`src/design/gf2det_pkg.sv`:
```
// Shared types and constants for the GF(2) determinant core.
package gf2det_pkg;

  localparam int unsigned ROW_W     = 64;
  localparam int unsigned MAX_N_DEF = 64;

  typedef enum logic [1:0] {
    ST_IDLE,
    ST_SEARCH,
    ST_APPLY
  } state_t;

  // controller -> datapath
  typedef struct packed {
    logic load;    // store the presented row
    logic search;  // pick pivot for the current column
    logic apply;   // eliminate with the picked pivot, advance column
    logic finish;  // emit result, clear matrix state
    logic det;     // determinant value emitted on finish
  } dp_cmd_t;

  // datapath -> controller
  typedef struct packed {
    logic found;     // registered: pivot exists for the current column
    logic last_col;  // current column is the last one (n-1)
  } dp_stat_t;

endpackage

```
`src/design/gf2det_ctrl.sv`:
```
// Sequencer for row loading and column-by-column elimination.
module gf2det_ctrl import gf2det_pkg::*; (
  input  logic     clk,
  input  logic     rst_n,
  input  logic     start,
  input  logic     in_last_row,
  input  dp_stat_t stat,
  output logic     busy,
  output dp_cmd_t  cmd
);

  state_t state_r, state_nxt;

  always_ff @(posedge clk) begin
    if (!rst_n) begin
      state_r <= ST_IDLE;
    end else begin
      state_r <= state_nxt;
    end
  end

  always_comb begin
    state_nxt = state_r;
    cmd       = '0;
    busy      = (state_r != ST_IDLE);
    case (state_r)
      ST_IDLE: begin
        if (start) begin
          cmd.load = 1'b1;
          if (in_last_row) begin
            state_nxt = ST_SEARCH;
          end
        end
      end
      ST_SEARCH: begin
        cmd.search = 1'b1;
        state_nxt  = ST_APPLY;
      end
      ST_APPLY: begin
        if (!stat.found) begin
          // column without pivot: singular
          cmd.finish = 1'b1;
          cmd.det    = 1'b0;
          state_nxt  = ST_IDLE;
        end else begin
          cmd.apply = 1'b1;
          if (stat.last_col) begin
            cmd.finish = 1'b1;
            cmd.det    = 1'b1;
            state_nxt  = ST_IDLE;
          end else begin
            state_nxt = ST_SEARCH;
          end
        end
      end
      default: begin
        state_nxt = ST_IDLE;
      end
    endcase
  end

endmodule

```
`config.mk`:
```
export PLATFORM = sky130hd
export DESIGN_NAME = gf2det_ctrl
export DESIGN_NICKNAME = d
export VERILOG_FILES = /design/src/design/gf2det_pkg.sv /design/src/design/gf2det_ctrl.sv
export SDC_FILE = /design/constraint.sdc
export NUM_CORES = 1
export LEC_CHECK = 0
export ABC_AREA = 1
export ABC_CLOCK_PERIOD_IN_PS = 950
export BUFFER_PORTS_ARGS = -buffer_cell sky130_fd_sc_hd__clkbuf_2
export CAP_MARGIN = 20
export CORE_AREA = 2 2 39 41
export CTS_CLUSTER_SIZE = 40
export DETAILED_ROUTE_END_ITERATION = 7
export DIE_AREA = 0 0 41 43
export REMOVE_ABC_BUFFERS = 1
export SYNTH_ARGS = -nofsm -noshare
export SYNTH_HDL_FRONTEND = slang
export SYNTH_SLANG_ARGS = --single-unit
```
`constraint.sdc`:
```
create_clock -name clk -period 0.95 [get_ports clk]
set_input_delay 0.285 -clock clk [delete_from_list [all_inputs] [get_ports clk]]
set_output_delay 0.285 -clock clk [all_outputs]
set_load 0.05 [all_outputs]
```
; ---- Yosys cells after proc, flatten, opt, wreduce, memory -nomap -nowiden
; Cells that the tools add are included.
[classes]
n_eq_ne = 4
muxes = 12
n_reduce_logical = 3
[op_table]
columns = operator, n
row1 = two-way mux 2 bit, 5
row2 = one-hot mux 2 bit (3 select lines), 1
row3 = two-way mux 1 bit, 5
row4 = != test 2 bit (second input constant), 2
row5 = two-way mux 3 bit, 1
row6 = equality test 2 x 1 -> 1 bit (second input constant), 1
row7 = equality test 2 bit (second input constant), 1
row8 = zero test 2 bit, 1
row9 = AND reduction 2 bit, 1
row10 = nonzero test 2 bit, 1
[word_totals]
reg_bits = 2
input_bits = 6
output_inout_bits = 6
wordCells = 20

; ---- Depth between registers and ports, before layout
; Gate-level depths: netlist of the first run.
[depth]
depth_word = 3
ltp_mapped = 4
depth_no_buf = 4

; ---- Least setup slack after synthesis of the first run
; Ideal clock, no wire load.
[synth_timing]
kind = register to output
startpoint = register state_r[0]
endpoint = output cmd[4] (netlist name)
t_arrival_ps = 1382
t_required_ps = 665
path_slack_ps = -717
path_stages_with_launch = 4
path_buffers = 0
path_cell_list = dfxtp_1 -> nor2_1 -> inv_1 -> nor2_1
[synth_lines]
columns = item, line
row1 = start: declaration, gf2det_ctrl.sv:12  ; state_t state_r, state_nxt;
row2 = start signal: assignment, gf2det_ctrl.sv:18  ; state_r <= state_nxt;
row3 = end: declaration, gf2det_ctrl.sv:9  ; output dp_cmd_t cmd

==> results summary, run 1 <==
The worst relative slew slack came out at 0.8423. The peak supply drop is 0.0004220 V. The flip-flop count of the largest register, all copies and words added is 2. The detailed-route DRC error count came out at 0. Counting flops with an async set or reset pin after synthesis yields a share of 0. The number of flip-flops and latches in the synthesized netlist came out at 2. CTS built an H-tree with a depth of 1. The largest registers in the layout are state_r (2). sky130_fd_sc_hd__dfxtp_1 takes more of the synthesized area than any other cell. Summing internal, switching and leakage power gives 0.4032 mW. The count of flip-flops with a built-in enable after synthesis is 0.

In this run the static leakage power is 0.1712 nW. The half-perimeter wire length after detailed placement came out at 271.2 um. The number of routed nets with antenna violations came out at 0.

Dividing the detail-routed wire length by the instance count gives 6.625 um. In the synthesized netlist the dominant register cell turns out to be sky130_fd_sc_hd__dfxtp_1. The register with the most flip-flops in the final layout is state_r. CTS placed an instance of sky130_fd_sc_hd__clkbuf_4 at the clock tree root. The area of the core region came out at 0.001384 sq mm. The placed instance count is 53. The buffer depth of the longest clock path is 2. After synthesis, the cell types taking the most area are sky130_fd_sc_hd__dfxtp_1 (29%), sky130_fd_sc_hd__inv_1 (19%), sky130_fd_sc_hd__nor2_1 (19%). The pin slew with the least headroom to its limit is 0.2357 ns. The final reports fail on setup timing. The number of max-slew violations in the final report is 0. The multi-input combinational cells in the finished layout cover a total of 103.9 sq um.

For this configuration, the core starts out at a cell density of 0.1004. Of the cells placed in the final design, the portion with a size suffix greater than 1 is 0.7000. The count of synthesis-stage warnings from yosys is 0.

The highest attainable clock frequency came out at 745.0 MHz. The min-delay analysis places its worst path in the category in2reg. The first global-routing pass estimated 607 um of wire. The CTS sink count is 2.

Before CTS, the worst setup slack after placement is -0.2710 ns. The final period utilization is 1.413. The worst setup slack after layout came out at -0.3923 ns.

The post-route non-filler standard cell count is 56. The arrival time reported for the critical path endpoint is 1.06 ns. The number of hold violations in the final report came to 0.

The maximum number of pins on one net before global-route repair came out at 5. The placement row count came out at 14. The later-pin clock latency in the skew report came out at 0.22 ns. The number of global-route vias before repair came to 189. The flow ran to the end, but the final reports show violations. The final standard cell utilization of the core is 0.2613. The count of endpoints failing setup in the final report is 6. The aggregate global-route resource usage came out at 0.05806. In this run, the number of DRC markers left after iteration 0 of detailed routing was 0.

The final standard cell area without fillers is 361.6 sq um. The detailed-route via count came out at 189. The sequential fraction of the synthesis area came out at 0.2883. After technology mapping, the gate count stands at 25. After clock tree synthesis, the clock-pin slew on the worst setup and hold paths is 0.03 ns. TritonCTS built the clock tree. The cell area after technology mapping is 138.9 sq um.

The total of fill cells in the finished design is 155. The register area came out at 47.55 sq um. The routed design could run at a clock period as short as 1.342 ns. The worst hold slack is 0.2915 ns. The total power divided by cell area is 1115 mW/mm^2. The via density per instance is 3.375. For this run, the detailed router's first-pass iteration total came to 1. The width of the die is 41 um. The boundary pin count came out at 12.

The maximum fanout along the worst path is 4. The count of antenna diodes in the layout came out at 0. The critical setup path kind is reg2out.

The setup TNS is -2.056 ns. The total global routing overflow came out at 0. For this run, the post-layout net count is 48. The count of cell types in the netlist came out at 9.

In this run the cell area measured after placement is 236.5 sq um. The floorplan die area came out at 0.001763 sq mm. The initial antenna violation count came to 0. The chip height came out at 43 um.

Setup repair after global routing could not meet its margin everywhere. The max-cap check violation count is 0. The final setup skew came out at 0.0001125 ns. Clock tree synthesis inserted a total of 3 buffers.

The routed design has 371 um of wire. The commonest cells after synthesis are sky130_fd_sc_hd__inv_1 (7), sky130_fd_sc_hd__nor2_1 (7), sky130_fd_sc_hd__nand2_1 (4). STA classifies the critical path startpoint as a flop.

At the end of routability-driven placement, the weighted congestion stood at 0.5885. The worst setup path is captured at a primary output. The count of input and output buffers is 11. The portion of synthesized cell area occupied by the leading cell type is 0.2883. The average size of a mapped cell came out at 5.555 sq um. Relative to the synthesized area, the layout overhead comes to 160.4%. The critical path data required time is 0.66 ns.
[layer usage]
layer	track usage	vias to the layer above	routed length [um]
met5	0	-	0
met4	0.08000	0	0
met3	0.03141	0	18
met2	0.08125	5	217
met1	0.04459	86	135
li1	-	98	-
[placed cells by master, fill, tap and decap left out]
cell                       synthesis  final
sky130_fd_sc_hd__nand2_1           4      4
sky130_fd_sc_hd__nor2_4            0      6
sky130_fd_sc_hd__nor2_1            7      2
sky130_fd_sc_hd__nor3_1            1      1
sky130_fd_sc_hd__clkbuf_4          0      3
sky130_fd_sc_hd__inv_1             7      5
sky130_fd_sc_hd__inv_4             0      1
sky130_fd_sc_hd__a21oi_2           1      1
sky130_fd_sc_hd__clkbuf_2          0      5
sky130_fd_sc_hd__inv_2             1      2
sky130_fd_sc_hd__buf_12            0      1
sky130_fd_sc_hd__dfxtp_4           0      2
sky130_fd_sc_hd__buf_4             1      2
sky130_fd_sc_hd__buf_8             0      5
[final cells by class]
| class | count | area share |
|---|---|---|
| well taps | 16 | 0.05536 |
| repair buffers | 13 | 0.3737 |
| inverters | 8 | 0.08997 |
| multi-input cells | 14 | 0.2872 |
| clock buffers | 3 | 0.06228 |
| flip-flops and latches | 2 | 0.1315 |
[worst paths after layout]
kind,start,endpoint,slack (ns),cells past startpoint
worst min register to register,state_r[1],state_r[1],0.45,1
worst max-delay path,state_r[1],cmd[2],-0.39,5
worst max register to register,state_r[1],state_r[0],0.17,4
worst min-delay path,rst_n,state_r[0],0.29,3
[repair_timing]
item	4_1_cts	5_1_grt
resized for setup	19	14
hold buffers	0	0
endpoints found under the setup margin	6	6
gates cloned	0	0
buffers inserted	0	0
pin swaps	3	4
[power breakdown]
| group | internal, mW | switching, mW | leakage, nW | total (mW) |
|---|---|---|---|---|
| Combinational | 0.0549 | 0.0737 | 0.140 | 0.129 |
| Sequential | 0.0847 | 0.00542 | 0.0178 | 0.0901 |
| Clock | 0.139 | 0.0454 | 0.0138 | 0.185 |
| Total | 0.279 | 0.125 | 0.171 | 0.403 |
[worst max-delay path, stage by stage (launching register included)]
cell                      delay (ns)
sky130_fd_sc_hd__dfxtp_4        0.36
sky130_fd_sc_hd__inv_2          0.05
sky130_fd_sc_hd__nor2_4         0.12
sky130_fd_sc_hd__inv_4          0.06
sky130_fd_sc_hd__nor2_4         0.09
sky130_fd_sc_hd__buf_8          0.15
[kinds of logic (layout without fill, tap and decap cells)]
family | after synthesis | count (layout) | synth area share
simple gates | 13 | 13 | 0.3784
compound gates | 1 | 1 | 0.06307
buf+inv | 9 | 24 | 0.2703
flops | 2 | 2 | 0.2883
(Power assumes the default switching activity.)
==> inputs of run 2 (changes only) <==
--- a/config.mk
+++ b/config.mk
@@ -13,6 +13,7 @@
 export CTS_CLUSTER_SIZE = 40
 export DETAILED_ROUTE_END_ITERATION = 7
 export DIE_AREA = 0 0 41 43
+export PLACE_DENSITY_LB_ADDON = 0.25
 export REMOVE_ABC_BUFFERS = 1
 export SYNTH_ARGS = -nofsm -noshare
 export SYNTH_HDL_FRONTEND = slang
==> results summary, run 2 (synthesis gave the netlist of run 1 again) <==
The static power due to leakage is 0.1847 nW. STA classifies the critical path startpoint as a flop. The area growth from synthesis to layout is 172.1%. The largest registers in the layout are state_r (2).

The largest individual stage delay along the critical path comes from the cell sky130_fd_sc_hd__dfxtp_4. STA puts the critical path data required time at 0.66 ns. The placement row count is 14. The number of global-route vias before repair is 149. The count of input and output buffers is 11.

For met1 alone, demand over resource in global routing was 0.05414. The worst setup path is captured at a primary output. The maximum number of pins on one net before global-route repair came out at 4. The peak supply drop came out at 0.0003308 V.

The post-route non-filler standard cell count is 59. The placed instance count is 54. Leaving out fill and tap cells, the most frequent cell in the layout is sky130_fd_sc_hd__buf_8. The number of nets in the layout is 51.

The number of buffers created by CTS came out at 3. The overall routed net length came out at 402 um. The worst relative slew slack came out at 0.8338. In the layout the commonest cells are sky130_fd_sc_hd__buf_8 (6), sky130_fd_sc_hd__nor2_4 (5), sky130_fd_sc_hd__clkbuf_2 (5). The initial antenna violation count came to 0. The half-perimeter wire length after detailed placement came out at 272.6 um. The worst setup slack after layout is -0.3933 ns. The endpoint of the lowest-slack register-to-register path is state_r[1]. The sequential share of power is 0.216. The total global routing overflow came out at 0. The part of the power in the clock network came out at 0.467. The number of max-slew violations in the final report came out at 0. During I/O placement, the number of pins put on the boundary was 12. The number of hold violations in the final report came to 0. The post-placement setup slack came out at -0.3009 ns. The smallest clock period supported by the final layout is computed as 1.343 ns. The first-pass detailed-route iteration total came out at 2. The global routing usage on met2 came out at 0.05625.

The via density per instance is 3.373. The count of antenna diodes in the layout came out at 0. The signal on the critical path passes through inv_2 -> nor2_4 -> inv_2 -> nor2_2 -> buf_8. Measured along the x axis, the die boundary spans 41 um.

Setup violations remaining at the end of the flow were counted as 6. The CTS sink count is 2. The final estimated routing congestion in global placement came out at 0.5878. The share of total power dissipated in combinational logic is 0.317. Buffers inserted to repair hold after CTS numbered 0.

The highest cell delay on the worst timing path is 0.36 ns. The final setup skew came out at 0.008256 ns. The worst register-to-register path has a depth of 3. The internal portion of the total power is 0.2831 mW. The count of cells along the worst hold path is 3. The highest attainable clock frequency is 744.4 MHz.

The max-cap check violation count came out at 0. The worst hold slack is 0.2929 ns. The later-pin clock latency in the skew report is 0.23 ns.

The aggregate global-route resource usage came out at 0.05606. Detailed routing inserted a total of 199 vias. The worst register-to-register path begins at state_r[1]. The number of levels in the clock H-tree is 1. The most common cell type on the critical path is sky130_fd_sc_hd__inv_2. Summed over all nets, the switching power comes to 0.1331 mW. The die covers 0.001763 sq mm. The register with the most flip-flops in the layout has 2 of them. The global-route wire length before repair is 558 um. The global routing met3 resource utilization came out at 0.06283. Setup repair after global routing could not meet its margin everywhere. By startpoint and endpoint, the worst setup path is classified as reg2out. The slack of the worst reg-to-reg path is 0.11 ns. The critical path starts at state_r[1]. The checks that failed: setup timing. The switching share of power came out at 0.3198. In this run the most used layer during global routing was met3. The routed length per placed instance is 6.814 um. Of the cells placed in the final design, the portion with a size suffix greater than 1 is 0.7674.

TritonCTS built the clock tree. The final period utilization is 1.414. STA puts the critical path data arrival time at 1.06 ns. The tightest min-delay check is of the in2reg type. The CTS clock-pin slew for the worst setup and hold paths is 0.03 ns.

The detailed-route DRC error count is 0. The maximum fanout along the worst path is 3. The flow ran to the end, but the final reports show violations. More flip-flops sit in one register than any other, and that register is state_r. The pin slew with the least headroom to its limit came out at 0.2484 ns. The longest clock path from root to sink contains 2 buffers. The initial cell density of the core is 0.1004. The initial detailed-routing violation count came out at 1. The chip height is 43 um.

Following the worst setup path forward leads to its endpoint at cmd[0]. The number of routed nets with antenna violations is 0. The area of the core region came out at 0.001384 sq mm. Clock tree synthesis selected as its root buffer the cell sky130_fd_sc_hd__clkbuf_4. Dividing total power by cell area gives a power density of 1101 mW/mm^2.
-- run 2: worst min-delay path by stage --
stage	start	to	slack (ns)
CTS	rst_n	state_r[0]	0.29
detailed placement	state_r[1]	state_r[1]	0.50
global placement	state_r[1]	state_r[1]	0.48
floorplan	rst_n	state_r[0]	0.43
global route	rst_n	state_r[0]	0.30
finish	rst_n	state_r[0]	0.29
-- run 2: stage by stage --
step,instance area (sq um),setup TNS (ns),util,total power [mW]
6_report,377.9,-2.102,0.2731,0.4161
5_1_grt,377.9,-2.395,0.2731,0.4523
4_1_cts,342.8,-2.231,0.2477,0.4175
3_5_place_dp,229.0,-1.318,0.1655,0.1800
3_3_place_gp,229.0,-1.257,0.1655,0.1804
2_1_floorplan,131.4,-2.724,-,0.1490
-- run 2: power groups by stage --
stage | sequential, mW | combinational, mW | clock (mW)
finish | 0.0900 | 0.132 | 0.194
global route | 0.0905 | 0.141 | 0.221
CTS | 0.0927 | 0.117 | 0.208
detailed placement | 0.0921 | 0.0879 | 0
global placement | 0.0921 | 0.0883 | 0
floorplan | 0.0915 | 0.0575 | 0
-- run 2: layer usage --
metal / vias up / routed length (um) / part of all wire
li1: 105 / - / -
met1: 87 / 136 / 0.34
met2: 7 / 231 / 0.57
met3: 0 / 34 / 0.085
met4: 0 / 0 / 0
met5: - / 0 / 0
-- run 2: cell type report --
class | count | area, sq um
Multi-Input combinational cell | 14 | 101.3
Fill cell | 160 | 1006
Timing Repair Buffer | 16 | 156.4
Tap cell | 16 | 20.02
Clock buffer | 3 | 22.52
Sequential cell | 2 | 47.55
Inverter | 8 | 30.03
-- run 2: repair_timing --
action	4_1_cts	5_1_grt
endpoints found under the hold margin	0	0
endpoints found under the setup margin	6	6
resized for setup	23	14
setup buffers	2	0
gates cloned	0	0
pin swaps	2	0
-- run 2: critical path: cells and delay by family, from the launching register on --
| family | cells | cell delay (ns) |
|---|---|---|
| simple gates | 2 | 0.19 |
| buf+inv | 3 | 0.27 |
| flops | 1 | 0.36 |
==> inputs of run 3 (changes only) <==
--- a/config.mk
+++ b/config.mk
@@ -5,10 +5,11 @@
 export SDC_FILE = /design/constraint.sdc
 export NUM_CORES = 1
 export LEC_CHECK = 0
-export ABC_AREA = 1
 export ABC_CLOCK_PERIOD_IN_PS = 950
 export BUFFER_PORTS_ARGS = -buffer_cell sky130_fd_sc_hd__clkbuf_2
 export CAP_MARGIN = 20
+export CELL_PAD_IN_SITES_DETAIL_PLACEMENT = 1
+export CELL_PAD_IN_SITES_GLOBAL_PLACEMENT = 1
 export CORE_AREA = 2 2 39 41
 export CTS_CLUSTER_SIZE = 40
 export DETAILED_ROUTE_END_ITERATION = 7
==> results summary, run 3 <==
The flow ran to the end, but the final reports show violations. The final reports fail on setup timing. Clock latency on the worst-skew pair, taken at its later pin, is 0.22 ns. The worst register-to-register path has a depth of 4. After detailed routing, the total wire length is 456 um. In this run the critical register-to-register path is captured at state_r[0]. The sequential fraction of the synthesis area came out at 0.3232.

Of the total synthesized cell area, the portion taken by AND, OR, NAND and NOR gates is 0.5354. The count of antenna diodes in the layout is 0. The tightest min-delay check is of the in2reg type. The routed length per placed instance is 9.913 um. The count of endpoints failing setup in the final report is 7. The initial cell density of the core is 0.08951. The synthesized netlist occupies a cell area of 123.9 sq um. Entering global routing, the biggest net connects 6 pins. For met2 alone, demand over resource in global routing was 0.1094. Counting both buffers and inverters, the worst setup path holds a total of 1. The pin slew with the least headroom to its limit is 0.1887 ns. The total global routing overflow came out at 0.

The count of input and output buffers came out at 11. For met1 alone, demand over resource in global routing was 0.07029. The share of synthesized area in the top cell type comes to 0.3232. The initial detailed-routing violation count came out at 1. The worst setup path is captured at a primary output. The worst-case IR drop observed on VDD is 0.0003868 V. The worst hold path was traced through 2 stages. The number of flip-flops and latches in the synthesized netlist came out at 2. The path with the worst hold slack has its endpoint at state_r[1]. In the final layout, the registers with the most flip-flops are state_r (2). The worst hold path begins at rst_n. The number of nets in the layout came out at 38.

By instance count, the leading cell after synthesis is sky130_fd_sc_hd__nor2b_1. The number of hold-repair buffers added at the cts stage came out at 0. The via density per instance came out at 3.609.

The tool flagged a number of max-cap violations equal to 0. The biggest area contributor in the post-synthesis netlist is sky130_fd_sc_hd__dfxtp_1. The number of levels in the clock H-tree came out at 1. The total power divided by cell area is 1195 mW/mm^2. The region available for standard cell placement spans 0.001384 sq mm. Among cell families on the critical path, the largest total delay comes from simple AND/OR/NAND/NOR gates. The number of buffers created by CTS came out at 3. The critical setup path kind is reg2out.

The fraction of the mapped netlist area in compound gates came to 0.08081. In this run the clock root is driven by a sky130_fd_sc_hd__clkbuf_4. The highest cell delay on the worst timing path is 0.35 ns. The register name with the most flops is state_r. The placement row count came out at 14. Pin placement for this block handled 12 I/O pins. Leaving out fill and tap cells, the most frequent cells in the layout are sky130_fd_sc_hd__clkbuf_2 (5), sky130_fd_sc_hd__buf_4 (4), sky130_fd_sc_hd__clkbuf_4 (3). The average size of a mapped cell came out at 9.528 sq um.

For the final database, setup skew stands at 0.0009910 ns. Setup repair after global routing could not meet its margin everywhere. The detailed-route via count came out at 166.

The aggregate global-route resource usage is 0.07515. Yosys mapped a number of flops with a built-in enable equal to 0. The worst setup path is launched from a flop. The synthesized netlist cell count came out at 13.

Among all flip-flop cells after synthesis, the most frequent one is sky130_fd_sc_hd__dfxtp_1. The critical path goes through and3b_2 -> and2_4 -> clkbuf_16. Of the available clock period, the critical path in the final layout requires 1.480. The CTS sink count came out at 2. The chip height is 43 um. For this design the static power due to leakage is 0.1544 nW. The slack of the worst reg-to-reg path is -0.06 ns. The width of the die is 41 um. The worst hold slack came out at 0.3091 ns. The buffer depth of the longest clock path came out at 2. The final standard cell utilization of the core is 0.2351. The register with the most flip-flops in the layout has 2 of them. The count of cell types in the netlist came out at 9. The global routing stage identified its most utilized layer as met2. The adder-cell area share of the yosys netlist came out at 0.

The maximum fanout along the worst path is 5. The critical-path cell with the highest stage delay is sky130_fd_sc_hd__dfxtp_4. The post-synthesis share of cell area spent on xor and xnor gates came out at 0. Leaving out fill and tap cells, the most frequent cell in the layout is sky130_fd_sc_hd__clkbuf_2. The number of max-slew violations in the final report came out at 0. The number of global-route vias before repair came to 226. The first global-routing pass estimated 828 um of wire. The final estimated routing congestion in global placement came out at 0.5757.

Measured against the total synthesized area, the mux share comes to 0. After synthesis, the most frequently instantiated cells are sky130_fd_sc_hd__nor2b_1 (3), sky130_fd_sc_hd__and2_1 (2), sky130_fd_sc_hd__dfxtp_1 (2). By area, the combinational part of the netlist is dominated by simple AND/OR/NAND/NOR gates. The final critical-path required period came out at 1.406 ns. The detailed-route DRC error count is 0.

The critical path data required time came out at 0.66 ns. The count of synthesis-stage warnings from yosys came out at 0. The worst setup slack after layout is -0.4561 ns.

The CTS clock-pin slew for the worst setup and hold paths is 0.03 ns. The number of hold violations in the final report is 0. The die covers 0.001763 sq mm. By area the synthesized netlist is led by sky130_fd_sc_hd__dfxtp_1 (32%), sky130_fd_sc_hd__nor2b_1 (15%), sky130_fd_sc_hd__and2_1 (10%).

The proportion of layout cells with a drive suffix above 1 came out at 0.8000. For this run, asynchronously set or reset flops after synthesis account for 0. The arrival time reported for the critical path endpoint is 1.12 ns.

In this run the remaining antenna-violating nets after routing total 0. TritonCTS built the clock tree. In this run the number of cells on the critical path is 3.

Based on the critical path, the design can be clocked at up to 711.2 MHz. The global routing met3 resource utilization is 0.03141. The initial antenna violation count came out at 0. The post-placement setup slack is -0.3716 ns.

The startpoint of the worst-slack reg-to-reg timing path is state_r[1]. The first-pass detailed-route iteration total is 2. The setup TNS came out at -2.359 ns. The worst relative slew slack came out at 0.8737. The area growth from synthesis to layout is 162.6%.
-- run 3: changes by cell type in the layout (fill, tap and decap cells not counted), sizes merged, moves of 2 or more --
cell / delta
inv: -8
nor2: -8
nand2: -4
buf: -3
nor2b: +3
and2: +2
clkbuf: +2
nor3b: +2
-- run 3: through the flow --
stage | power, mW | std cells | area, sq um
global placement | 0.1846 | 42 | 229.0
detailed placement | 0.1875 | 42 | 229.0
floorplan | 0.1451 | 12 | 116.4
CTS | 0.4020 | 46 | 322.8
finish | 0.3889 | 46 | 325.3
global route | 0.4232 | 46 | 325.3
-- run 3: what timing repair did --
item / 4_1_cts / 5_1_grt
endpoints found under the setup margin: 7 / 7
gates resized for setup: 17 / 3
pin swaps: 2 / 0
setup buffers: 1 / 0
-- run 3: kinds of logic (layout without fill, tap and decap cells) --
| logic type | Yosys count | count (layout) |
|---|---|---|
| buffers and inverters | 1 | 18 |
| and+or+nand+nor | 9 | 9 |
| AOI/OAI and AO/OA | 1 | 1 |
| DFF | 2 | 2 |
-- run 3: power by group --
| part | total [mW] | internal, mW | switching, mW |
|---|---|---|---|
| Sequential | 0.0912 | 0.0870 | 0.00429 |
| Clock | 0.185 | 0.139 | 0.0458 |
| Combinational | 0.113 | 0.0550 | 0.0578 |
| Total | 0.389 | 0.281 | 0.108 |
-- run 3: how the worst max path moves through the flow --
stage	from	endpoint
global placement	stat[1]	cmd[1]
finish	state_r[0]	cmd[0]
detailed placement	state_r[0]	cmd[0]
floorplan	stat[1]	cmd[1]
CTS	state_r[0]	cmd[0]
global route	state_r[0]	cmd[0]
-- run 3: metal layers --
metal / part of all wire / routed length (um)
met1: 0.36 / 166
met2: 0.46 / 208
met3: 0.16 / 73
met4: 0.018 / 8
met5: 0 / 0
-- run 3: area by class of cell --
| type | count | area, sq um |
|---|---|---|
| clock buffer | 3 | 22.52 |
| fill | 162 | 1059 |
| multi-input combinational | 10 | 82.58 |
| sequential | 2 | 45.04 |
| tap | 16 | 20.02 |
| timing repair buffer | 15 | 155.1 |
-- run 3: worst reg2reg max path: stages (launching register included) --
cell and delay [ns]:
sky130_fd_sc_hd__dfxtp_2 0.33, sky130_fd_sc_hd__buf_6 0.12, sky130_fd_sc_hd__nor3b_2 0.20, sky130_fd_sc_hd__buf_4 0.14, sky130_fd_sc_hd__a32o_1 0.16
